File: src/design/tvp_pkg.sv
// ----------------------------------------------------------------------------
// tvp_pkg
// Shared types and constants for the trapezoid velocity profile generator.
// ----------------------------------------------------------------------------
package tvp_pkg;

    // Profile phases, in the order they are visited
    typedef enum logic [1:0] {
        PH_RAMP_UP   = 2'd0,
        PH_HOLD_MAX  = 2'd1,
        PH_RAMP_DOWN = 2'd2,
        PH_HOLD_ZERO = 2'd3
    } t_phase;

    // Configuration register map
    localparam int unsigned CFG_IDX_W = 3;
    localparam int unsigned CFG_DATA_W = 32;

    typedef enum logic [CFG_IDX_W-1:0] {
        CFG_MAX_VELOCITY = 3'd0,
        CFG_RAMP_STEP    = 3'd1,
        CFG_SPIN_UP_MS   = 3'd2,
        CFG_HOLD_MAX_MS  = 3'd3,
        CFG_SPIN_DOWN_MS = 3'd4,
        CFG_HOLD_STOP_MS = 3'd5
    } t_cfg_idx;

    // Fixed field widths
    localparam int unsigned NOW_W = 32;
    localparam int unsigned VEL_W = 24;
    localparam int unsigned DUR_W = 32;
    localparam int unsigned PHASE_W = 2;

    // Register reset values
    localparam logic [VEL_W-1:0] RST_MAX_VELOCITY = 24'd8847360;  // 135.0 in 8.16
    localparam logic [VEL_W-1:0] RST_RAMP_STEP    = 24'd4424;     // about 0.0675
    localparam logic [DUR_W-1:0] RST_SPIN_UP_MS   = 32'd20000;
    localparam logic [DUR_W-1:0] RST_HOLD_MAX_MS  = 32'd20000;
    localparam logic [DUR_W-1:0] RST_SPIN_DOWN_MS = 32'd20000;
    localparam logic [DUR_W-1:0] RST_HOLD_STOP_MS = 32'd24000;

endpackage

File: src/design/trapezoid_velocity_profile.sv
// Pipeline: a tick taken into the input register moves into the output register
//   when that register is free (two register stages: input, result).
// Throughput: one tick per cycle, ticks back to back, unless the output stalls;
//   the phase/velocity add, clamp and time compare sit in the result stage.
// Reset (synchronous, active low): phase ramp up, velocity zero, not started,
//   pipeline empty, configuration registers back to their default profile.
// ----------------------------------------------------------------------------
// trapezoid_velocity_profile
// Trapezoidal velocity profile generator: ramp up, hold at maximum, ramp down,
// hold at zero, repeated, timed from a free running millisecond tick.
// ----------------------------------------------------------------------------
module trapezoid_velocity_profile #(
    parameter int unsigned TIME_BITS     = 32,
    parameter int unsigned VELOCITY_BITS = 24
) (
    input  logic                                i_clk,
    input  logic                                i_rst_n,

    // tick input channel
    input  logic                                i_in_valid,
    output logic                                o_in_stall,
    input  logic [tvp_pkg::NOW_W-1:0]           i_now_ms,

    // result channel
    output logic                                o_out_valid,
    input  logic                                i_out_stall,
    output logic [tvp_pkg::VEL_W-1:0]           o_velocity_setpoint,
    output logic [tvp_pkg::PHASE_W-1:0]         o_phase,

    // configuration write channel
    input  logic                                i_cfg_valid,
    output logic                                o_cfg_ready,
    input  logic [tvp_pkg::CFG_IDX_W-1:0]       i_cfg_index,
    input  logic [tvp_pkg::CFG_DATA_W-1:0]      i_cfg_data
);

    // ------------------------------------------------------------------
    // Configuration registers. Velocities are kept at VELOCITY_BITS after
    // masking to the 24-bit register field; durations stay 32 bits and are
    // resized to the time width where they are compared.
    // ------------------------------------------------------------------
    logic [VELOCITY_BITS-1:0]       r_max_velocity;
    logic [VELOCITY_BITS-1:0]       r_ramp_step;
    logic [tvp_pkg::DUR_W-1:0]      r_spin_up_ms;
    logic [tvp_pkg::DUR_W-1:0]      r_hold_max_ms;
    logic [tvp_pkg::DUR_W-1:0]      r_spin_down_ms;
    logic [tvp_pkg::DUR_W-1:0]      r_hold_stop_ms;

    logic                           cfg_we;
    logic [VELOCITY_BITS-1:0]       cfg_vel;

    // The register file takes a write in every cycle
    assign o_cfg_ready = 1'b1;
    assign cfg_we      = i_cfg_valid & o_cfg_ready;
    assign cfg_vel     = VELOCITY_BITS'(i_cfg_data[tvp_pkg::VEL_W-1:0]);

    always_ff @(posedge i_clk) begin
        if (!i_rst_n) begin
            r_max_velocity <= VELOCITY_BITS'(tvp_pkg::RST_MAX_VELOCITY);
            r_ramp_step    <= VELOCITY_BITS'(tvp_pkg::RST_RAMP_STEP);
            r_spin_up_ms   <= tvp_pkg::RST_SPIN_UP_MS;
            r_hold_max_ms  <= tvp_pkg::RST_HOLD_MAX_MS;
            r_spin_down_ms <= tvp_pkg::RST_SPIN_DOWN_MS;
            r_hold_stop_ms <= tvp_pkg::RST_HOLD_STOP_MS;
        end else if (cfg_we) begin
            unique case (i_cfg_index)
                tvp_pkg::CFG_MAX_VELOCITY: r_max_velocity <= cfg_vel;
                tvp_pkg::CFG_RAMP_STEP:    r_ramp_step    <= cfg_vel;
                tvp_pkg::CFG_SPIN_UP_MS:   r_spin_up_ms   <= i_cfg_data;
                tvp_pkg::CFG_HOLD_MAX_MS:  r_hold_max_ms  <= i_cfg_data;
                tvp_pkg::CFG_SPIN_DOWN_MS: r_spin_down_ms <= i_cfg_data;
                tvp_pkg::CFG_HOLD_STOP_MS: r_hold_stop_ms <= i_cfg_data;
                default: ;  // indexes past the map are dropped
            endcase
        end
    end

    // ------------------------------------------------------------------
    // Pipeline control. The input register holds one tick; it moves into
    // the result stage whenever the output register is empty or its
    // transfer completes in the same cycle.
    // ------------------------------------------------------------------
    logic                           r_in_valid;
    logic [tvp_pkg::NOW_W-1:0]      r_now_ms;
    logic                           r_out_valid;
    logic                           out_free;
    logic                           advance;
    logic                           in_take;

    assign out_free   = !r_out_valid || !i_out_stall;
    assign advance    = r_in_valid && out_free;
    assign o_in_stall = r_in_valid && !out_free;
    assign in_take    = i_in_valid && !o_in_stall;

    always_ff @(posedge i_clk) begin
        if (!i_rst_n) begin
            r_in_valid <= 1'b0;
        end else if (in_take) begin
            r_in_valid <= 1'b1;
        end else if (advance) begin
            r_in_valid <= 1'b0;
        end
    end

    // Payload register: hold while the stage is full and stalled
    always_ff @(posedge i_clk) begin
        if (in_take) begin
            r_now_ms <= i_now_ms;
        end
    end

    // ------------------------------------------------------------------
    // Profile state
    // ------------------------------------------------------------------
    tvp_pkg::t_phase                r_phase;
    tvp_pkg::t_phase                n_phase;
    logic [TIME_BITS-1:0]           r_phase_start;
    logic [TIME_BITS-1:0]           n_phase_start;
    logic                           r_started;
    logic [VELOCITY_BITS-1:0]       r_velocity;
    logic [VELOCITY_BITS-1:0]       n_velocity;

    logic [TIME_BITS-1:0]           now_t;
    logic [TIME_BITS-1:0]           start_eff;
    logic [TIME_BITS-1:0]           elapsed;
    logic [TIME_BITS-1:0]           duration;
    logic                           phase_done;
    logic [VELOCITY_BITS:0]         vel_sum;
    logic [VELOCITY_BITS-1:0]       vel_up;
    logic [VELOCITY_BITS-1:0]       vel_down;

    // The first tick latches its own time as the phase start
    assign now_t     = TIME_BITS'(r_now_ms);
    assign start_eff = r_started ? r_phase_start : now_t;
    assign elapsed   = now_t - start_eff;   // wraps modulo 2^TIME_BITS

    always_comb begin
        unique case (r_phase)
            tvp_pkg::PH_RAMP_UP:   duration = TIME_BITS'(r_spin_up_ms);
            tvp_pkg::PH_HOLD_MAX:  duration = TIME_BITS'(r_hold_max_ms);
            tvp_pkg::PH_RAMP_DOWN: duration = TIME_BITS'(r_spin_down_ms);
            tvp_pkg::PH_HOLD_ZERO: duration = TIME_BITS'(r_hold_stop_ms);
            default:               duration = '0;
        endcase
    end

    assign phase_done = (elapsed >= duration);

    // Saturating ramp steps
    assign vel_sum  = {1'b0, r_velocity} + {1'b0, r_ramp_step};
    assign vel_up   = (vel_sum > {1'b0, r_max_velocity}) ? r_max_velocity
                                                         : vel_sum[VELOCITY_BITS-1:0];
    assign vel_down = (r_ramp_step > r_velocity) ? '0 : (r_velocity - r_ramp_step);

    // Next phase: advance around the loop once the duration has elapsed
    always_comb begin
        n_phase = r_phase;
        unique case (r_phase)
            tvp_pkg::PH_RAMP_UP:   if (phase_done) n_phase = tvp_pkg::PH_HOLD_MAX;
            tvp_pkg::PH_HOLD_MAX:  if (phase_done) n_phase = tvp_pkg::PH_RAMP_DOWN;
            tvp_pkg::PH_RAMP_DOWN: if (phase_done) n_phase = tvp_pkg::PH_HOLD_ZERO;
            tvp_pkg::PH_HOLD_ZERO: if (phase_done) n_phase = tvp_pkg::PH_RAMP_UP;
            default:               n_phase = tvp_pkg::PH_RAMP_UP;
        endcase
    end

    // Velocity per phase; a finished ramp is forced to its end value
    always_comb begin
        unique case (r_phase)
            tvp_pkg::PH_RAMP_UP:   n_velocity = phase_done ? r_max_velocity : vel_up;
            tvp_pkg::PH_HOLD_MAX:  n_velocity = r_max_velocity;
            tvp_pkg::PH_RAMP_DOWN: n_velocity = phase_done ? '0 : vel_down;
            tvp_pkg::PH_HOLD_ZERO: n_velocity = '0;
            default:               n_velocity = '0;
        endcase
        n_phase_start = phase_done ? now_t : start_eff;
    end

    always_ff @(posedge i_clk) begin
        if (!i_rst_n) begin
            r_phase       <= tvp_pkg::PH_RAMP_UP;
            r_phase_start <= '0;
            r_started     <= 1'b0;
            r_velocity    <= '0;
        end else if (advance) begin
            r_phase       <= n_phase;
            r_phase_start <= n_phase_start;
            r_started     <= 1'b1;
            r_velocity    <= n_velocity;
        end
    end

    // ------------------------------------------------------------------
    // Result register
    // ------------------------------------------------------------------
    logic [tvp_pkg::VEL_W-1:0]      r_out_velocity;
    logic [tvp_pkg::PHASE_W-1:0]    r_out_phase;

    always_ff @(posedge i_clk) begin
        if (!i_rst_n) begin
            r_out_valid <= 1'b0;
        end else if (advance) begin
            r_out_valid <= 1'b1;
        end else if (!i_out_stall) begin
            r_out_valid <= 1'b0;
        end
    end

    always_ff @(posedge i_clk) begin
        if (advance) begin
            r_out_velocity <= tvp_pkg::VEL_W'(n_velocity);
            r_out_phase    <= n_phase;
        end
    end

    assign o_out_valid         = r_out_valid;
    assign o_velocity_setpoint = r_out_velocity;
    assign o_phase             = r_out_phase;

    // ------------------------------------------------------------------
    // Assertions
    // ------------------------------------------------------------------

    // A tick waiting in the input stage moves on when the output is empty
    a_fill_output: assert property (@(posedge i_clk) disable iff (!i_rst_n)
        (r_in_valid && !r_out_valid) |=> r_out_valid)
        else $error("input stage did not advance into an empty output stage");

    // Phase moves by at most one step per tick, and only in loop order
    a_phase_order: assert property (@(posedge i_clk) disable iff (!i_rst_n)
        advance |=> (r_phase == $past(r_phase)) ||
                    (r_phase == tvp_pkg::t_phase'($past(r_phase) + 2'd1)))
        else $error("profile phase skipped a step");

    // Holding at zero always reports a stopped velocity
    a_zero_hold: assert property (@(posedge i_clk) disable iff (!i_rst_n)
        (o_out_valid && (o_phase == tvp_pkg::PH_HOLD_ZERO)) |-> (o_velocity_setpoint == '0))
        else $error("nonzero velocity in hold at zero phase");

endmodule
File: config.mk
export PLATFORM = sky130hd
export DESIGN_NAME = trapezoid_velocity_profile
export DESIGN_NICKNAME = d
export VERILOG_FILES = /design/src/design/tvp_pkg.sv /design/src/design/trapezoid_velocity_profile.sv
export SDC_FILE = /design/constraint.sdc
export NUM_CORES = 1
export LEC_CHECK = 0
export BUFFER_PORTS_ARGS = -buffer_cell sky130_fd_sc_hd__buf_2
export CORE_ASPECT_RATIO = 1.4
export CORE_UTILIZATION = 60
export DETAILED_ROUTE_END_ITERATION = 10
export GPL_TIMING_DRIVEN = 0
export PLACE_DENSITY = 0.77
export SLEW_MARGIN = 10
export SYNTH_ARGS = -nofsm -noshare
export SYNTH_HDL_FRONTEND = slang
export SYNTH_SLANG_ARGS = --single-unit
File: constraint.sdc
create_clock -name i_clk -period 11.4 [get_ports i_clk]
set_input_delay 1.14 -clock i_clk [delete_from_list [all_inputs] [get_ports i_clk]]
set_output_delay 1.14 -clock i_clk [all_outputs]
set_load 0.05 [all_outputs]
==> reports/metrics.csv, run 1 <==
metric,value,unit
largest net degree at the start of global routing,31,
Avg Synthesized Cell Area,8.53,um2
Via density,6.05,
vias in the first global route,15500,
clk sinks,295,
CTS Buf Count,30,
Leak Pwr,7.70,nW
vias post-DR,15700,
PostCTS Resize Cnt,0,
initial antenna violation count,2,
setup violators final,0,
ys flop type,dfxtp_1,
Post-Route WL,53.0,mm
number of cell rows,73,
Slew headroom,24.6,%
gr usage total,35.5,%
gr ovfl total,0,
Crit path max-delay family,compound AO/OA/AOI/OAI gates,
peak supply drop,128,uV
worst-skew pair later-pin latency,0.61,ns
gpl congestion,0.945,
Synth Warn #,0,
ranking of synthesized cells by area,"dfxtp_1 (27%), nand2_1 (10%), edfxtp_1 (9.9%)",
# IOs,101,
Root Driver,clkbuf_16,
fin crit period,7.63,ns
Layout area overhead,11.5,%
Die Y,205,um
core area,28700,um2
CTS tree,yes,
Final Hold Vio Count,0,
"Slew Viols, Final",0,
CTS max path bufs,3,
total power,0.00289,W
"Seq/Total Area, Yosys",36.7,%
DRC,0,
die area,30100,um2
maximum clock frequency,131,MHz
Worst path slowest cell,clkbuf_1,
syn_nets,2282,
worst-path cell chain,clkbuf_1 -> clkbuf_1 -> mux2i_1 -> ha_1 -> a21oi_1 -> nand2_1 -> o21ai_1 -> o21ai_0 -> a211oi_1 -> o21ai_1 -> a21oi_1 -> a21oi_1 -> o311ai_1 -> ha_1 -> nand4_1 -> nor4_2 -> a221oi_2 -> o211ai_1 -> a41oi_2 -> o211ai_1 -> nor2_1 -> o32ai_2 -> or2_1,
"Buf+Inv Stages, Crit Path",2,
asr flop ratio synth,0,%
startpoint types,flop,
initial core utilization,61.6,%
CP Data Arrival Time,7.94,ns
synth unique cells,83,
RSZ-0062 raised after global routing,no,
IO Port Bufs,99,
CP Class,reg2reg,
worst clock skew,0.0491,ns
"antenna viol nets, final",0,
area share of the largest cell type after synthesis,26.9,%
post-DP HPWL,39.6,mm
Final Cycle Share,67.0,%
largest area contributor in the netlist,dfxtp_1,
Mapped Cells,2071,
Setup Buffers After CTS,0,
DIE WIDTH,147,um
R2R setup slack,3.77,ns
Final nets,2415,
final setup TNS,0,ns
Mapped Area,17700,um2
drt pass-1 iters,5,
global-route wire length before repair,82.9,mm
layout cells sized above 1,10.3,%
number of flops mapped to enable cells by yosys,58,
wire per inst,20.4,um
MaxCap Viol Count,0,
largest fanout on the critical path,10,
crit end category,flop,
Synth Register Bits,295,
crit-path max cell delay,0.65,ns
P per Cell Area,147,nW/um2
clock slew at reported path FFs,0.06,ns
hold buffers post-CTS,0,
number of H-tree levels,1,
status,"finished, final reports clean",
DRT iter0 DRCs,1110,
slew of the pin with the lowest slew margin,1.12,ns
Min-Delay Path Class,reg2reg,
"most used cell, CP",a21oi_1,
CP required,11.71,ns
cell type report:
type | count | area [um2]
fill | 2399 | 8990
timing repair buffer | 101 | 536
antenna | 1 | 2.50
sequential | 295 | 6490
inverter | 112 | 420
buffer | 116 | 477
multi-input combinational | 1548 | 10300
clock inverter | 10 | 80.1
tap | 375 | 469
clock buffer | 44 | 938
state kept, by name, indices dropped and copies added (netlist names), 32 cells and up:
signal and cells:
r_spin_down_ms 32, r_hold_max_ms 32, r_phase_start 32, now_t 32
r_hold_stop_ms 32, r_spin_up_ms 32
logic make-up after synthesis:
kind of cell / count (synthesis) / synth area share (%)
other: 1 / 0.0212
flip-flops: 295 / 36.7
AND/OR/NAND/NOR: 735 / 17.9
buffers and inverters: 228 / 5.07
multiplexers: 63 / 5.85
adder cells (fa/ha/maj): 139 / 9.98
XOR/XNOR: 68 / 3.37
AO/OA/AOI/OAI: 542 / 21.1
Yosys cell counts (19+ instances only):
master    number
nand2_1      474
dfxtp_1      237
a21boi_0     181
ha_1         136
inv_1        111
clkbuf_1      86
a21oi_1       84
nor2_1        74
o21ai_0       74
nand3_1       61
edfxtp_1      58
xnor2_1       49
mux4_2        32
mux2i_1       30
o211ai_1      29
nor3_1        24
a21o_1        21
nor2b_1       21
and3_1        20
o21ai_1       20
a31oi_1       19
xor2_1        19
cell usage in the layout, fill, tap and decap left out, types with 21 or more instances in the layout:
master and count:
clkbuf_1 90, o21ai_0 74, nand2_1 474, mux4_2 32
dfxtp_1 237, nor3_1 24, buf_2 113, o211ai_1 29
a21boi_0 181, edfxtp_1 58, ha_1 136, nor2_1 74
a21o_1 21, mux2i_1 30, xnor2_1 49, a21oi_1 84
nand3_1 61, clkbuf_16 34, inv_1 111
path summary, 6_finish.rpt:
kind | start | to | depth (start not counted)
worst min register to register | r_spin_down_ms[6]$_SDFFE_PN0P_ | r_spin_down_ms[6]$_SDFFE_PN0P_ | 2
worst max-delay path | r_started$_SDFFE_PN0P_ | o_velocity_setpoint[19]$_DFFE_PP_ | 23
worst min-delay path | r_spin_down_ms[6]$_SDFFE_PN0P_ | r_spin_down_ms[6]$_SDFFE_PN0P_ | 2
worst max register to register | r_started$_SDFFE_PN0P_ | o_velocity_setpoint[19]$_DFFE_PP_ | 23
power breakdown:
| group | internal, W | total [W] | switching [W] |
|---|---|---|---|
| sequential | 0.00112 | 0.00115 | 0.0000278 |
| combinational | 0.000270 | 0.000731 | 0.000461 |
| clock | 0.000572 | 0.00101 | 0.000440 |
per-layer routing:
metal | part of all wire [%] | up-vias | global-route usage (%)
met4 | 5.6 | 4 | 20.7
li1 | - | 7490 | -
met2 | 48 | 602 | 61.2
met3 | 6.4 | 159 | 5.46
met5 | 0.057 | - | 0
met1 | 40 | 7492 | 41.9
tightest hold or removal path: stages, from the launching register on:
cell and delay [ns]:
dfxtp_1 0.31, nand2_1 0.04, a21boi_0 0.06
through the flow:
stage / instances / area [um2] / hold slack (ns) / setup WS [ns] / util, %
after floorplan: 2071 / 17700 / 0.435 / 5.94 / -
after global placement: 2545 / 18600 / 0.445 / 4.11 / 64.9
after detailed placement: 2547 / 18700 / 0.455 / 3.94 / 65.1
after CTS: 2601 / 19700 / 0.464 / 3.91 / 68.7
after global routing: 2601 / 19700 / 0.476 / 3.30 / 68.7
final: 2602 / 19700 / 0.462 / 3.77 / 68.7
Power figures use the tool's default switching activity.
==> run 2, diff against run 1 <==
--- a/config.mk
+++ b/config.mk
@@ -5,12 +5,13 @@
 export SDC_FILE = /design/constraint.sdc
 export NUM_CORES = 1
 export LEC_CHECK = 0
+export ABC_AREA = 1
 export BUFFER_PORTS_ARGS = -buffer_cell sky130_fd_sc_hd__buf_2
 export CORE_ASPECT_RATIO = 1.4
-export CORE_UTILIZATION = 60
+export CORE_UTILIZATION = 56
 export DETAILED_ROUTE_END_ITERATION = 10
 export GPL_TIMING_DRIVEN = 0
-export PLACE_DENSITY = 0.77
+export PLACE_DENSITY = 0.75
 export SLEW_MARGIN = 10
 export SYNTH_ARGS = -nofsm -noshare
 export SYNTH_HDL_FRONTEND = slang
==> constraint.sdc (replaced) <==
create_clock -name i_clk -period 6.9 [get_ports i_clk]
set_input_delay 0.69 -clock i_clk [delete_from_list [all_inputs] [get_ports i_clk]]
set_output_delay 0.69 -clock i_clk [all_outputs]
set_load 0.05 [all_outputs]
==> reports/metrics.csv, run 2 <==
metric,value,unit,change
gr ovfl total,0,,unchanged
clock slew at reported path FFs,0.06,ns,about the same
CTS max path bufs,3,,unchanged
vias post-DR,18200,,+15%
synth unique cells,47,,-43%
Hold Path Cell Cnt,1,,-1
Layout area overhead,11.1,%,
initial antenna violation count,0,,-2
Min-Delay Path Class,in2reg,,
slew of the pin with the lowest slew margin,1.31,ns,+0.188 ns
crit end category,flop,,
initial core utilization,56.9,%,-4.7 points
# IOs,101,,unchanged
Layout Cells excl Fill,3162,,+22%
Via density,5.75,,-5.1%
Final nets,2909,,+20%
final setup TNS,0,ns,unchanged
maximum clock frequency,171,MHz,+30%
syn_nets,2778,,+22%
post-DP HPWL,47.7,mm,+20%
CTS tree,yes,,
drt pass-1 iters,5,,unchanged
hold buffers post-CTS,0,,unchanged
Final Cycle Share,85.0,%,+18 points
"most used cell, CP",nand2_1,,
peak supply drop,259,uV,+100%
Synth top cells by count,"nand2_1 (444), nor2_1 (361), o21ai_0 (267)",,
Worst path slowest cell,buf_1,,
asr flop ratio synth,0,%,unchanged
clk sinks,295,,unchanged
Synth Warn #,0,,unchanged
wire per inst,19.1,um,-6.2%
Mapped Area,18400,um2,+4.0%
CTS Buf Count,30,,unchanged
setup violators final,0,,unchanged
status,"finished, final reports clean",,
startpoint types,flop,,
RSZ-0062 raised after global routing,no,,
largest fanout on the critical path,10,,unchanged
DIE WIDTH,155,um,+5.5%
largest area contributor in the netlist,dfxtp_1,,
number of flops mapped to enable cells by yosys,58,,unchanged
P per Cell Area,285,nW/um2,+94%
Root Driver,clkbuf_16,,
vias in the first global route,17800,,+14%
worst-skew pair later-pin latency,0.59,ns,-0.02 ns
"Seq/Total Area, Yosys",35.3,%,-1.4 points
CP Data Arrival Time,6.17,ns,-1.77 ns
"commonest non-fill, non-tap cells in the layout","nand2_1 (444), nor2_1 (361), o21ai_0 (267), inv_1 (256), dfxtp_1 (237)",,
MaxCap Viol Count,0,,unchanged
core area,32300,um2,+13%
Die Y,216,um,+5.5%
Cells after DPL,3106,,+22%
number of cell rows,78,,+6.8%
IO Port Bufs,99,,unchanged
layout cells sized above 1,9.33,%,-0.96 points
worst clock skew,0.0199,ns,-0.0292 ns
die area,33500,um2,+11%
"leading cell type in the layout, fill and taps excluded",nand2_1,,
crit-path max cell delay,0.67,ns,+0.02 ns
DRT iter0 DRCs,1340,,+21%
PostCTS Resize Cnt,0,,unchanged
Final Hold Vio Count,0,,unchanged
gr usage total,35.8,%,+0.33 points
Post-Route WL,60.5,mm,+14%
Leak Pwr,9.40,nW,+22%
most frequent cell after synthesis,nand2_1,,
ys flop type,dfxtp_1,,
fin crit period,5.86,ns,-1.77 ns
Slew headroom,12.4,%,-12 points
Synth Register Bits,295,,unchanged
Avg Synthesized Cell Area,7.16,um2,-16%
DRC,0,,unchanged
ranking of synthesized cells by area,"dfxtp_1 (26%), edfxtp_1 (9.5%), ha_1 (9.3%)",,
largest net degree at the start of global routing,36,,+16%
FF-to-FF path depth,28,,+22%
"Slew Viols, Final",0,,unchanged
Mapped Cells,2567,,+24%
"antenna viol nets, final",0,,unchanged
number of H-tree levels,1,,unchanged
global-route wire length before repair,92.6,mm,+12%
CP Class,reg2reg,,
gpl congestion,1.01,,+7.1%
antenna cell count,0,,-1
area share of the largest cell type after synthesis,25.8,%,-1.0 points
CP required,7.21,ns,-4.50 ns
Setup Buffers After CTS,0,,unchanged
-- run 2: per-stage QoR --
step           util, %  cell area [um2]  setup WS (ns)  hold slack, ns  power [W]
2_1_floorplan        -            18400           2.42           0.424    0.00353
3_3_place_gp      60.1            19400           1.14           0.432    0.00411
3_5_place_dp      60.1            19400           1.11           0.439    0.00416
4_1_cts           63.1            20400           1.08           0.272    0.00579
5_1_grt           63.1            20400          0.512           0.277    0.00611
6_report          63.1            20400           1.04           0.289    0.00582
-- run 2: cell type report --
cell class,instances,area [um2]
Buffer,122,531
Clock buffer,39,825
Clock inverter,17,160
Fill cell,3064,11900
Inverter,274,1030
Multi-Input combinational cell,1876,10300
Sequential cell,295,6490
Tap cell,440,551
Timing Repair Buffer,99,495
-- run 2: where the power goes --
| part | switching, W | internal [W] | leakage (nW) |
|---|---|---|---|
| sequential | 0.0000661 | 0.00191 | 2.49 |
| combinational | 0.00151 | 0.000677 | 6.41 |
| clock | 0.000727 | 0.000923 | 0.492 |
-- run 2: critical path, delay by kind of cell, from the launching register on --
kind / cells / cell delay [ns]
AND/OR/NAND/NOR: 15 / 1.79
buffers and inverters: 5 / 1.59
adder cells (fa/ha/maj): 3 / 0.90
AO/OA/AOI/OAI: 4 / 0.83
flip-flops: 1 / 0.30
XOR/XNOR: 1 / 0.18
-- run 2: kinds of logic after synthesis --
kind of cell	synth area share, %
AO/OA/AOI/OAI	18.1
XOR/XNOR	3.00
adder cells (fa/ha/maj)	9.59
buffers and inverters	8.49
flip-flops	35.3
multiplexers	1.69
other	0.0204
AND/OR/NAND/NOR	23.8
-- run 2: layer usage --
layer  global-route usage, %  part of all wire, %  vias up
li1                        -                    -     8776
met1                    37.8                   36     8455
met2                    65.4                   50      694
met3                    3.62                  5.6      241
met4                    26.9                  8.0        0
met5                       0                    0        -
-- run 2: path summary, 6_finish.rpt --
| path | from | end | slack, ns |
|---|---|---|---|
| hold / removal | i_now_ms[19] | now_t[19]$_DFFE_PP_ | 0.29 |
| setup / recovery | r_started$_SDFFE_PN0P_ | o_velocity_setpoint[23]$_DFFE_PP_ | 1.04 |
| hold reg to reg | r_hold_max_ms[16]$_SDFFE_PN0P_ | r_hold_max_ms[16]$_SDFFE_PN0P_ | 0.45 |
| setup reg to reg | r_started$_SDFFE_PN0P_ | o_velocity_setpoint[23]$_DFFE_PP_ | 1.04 |
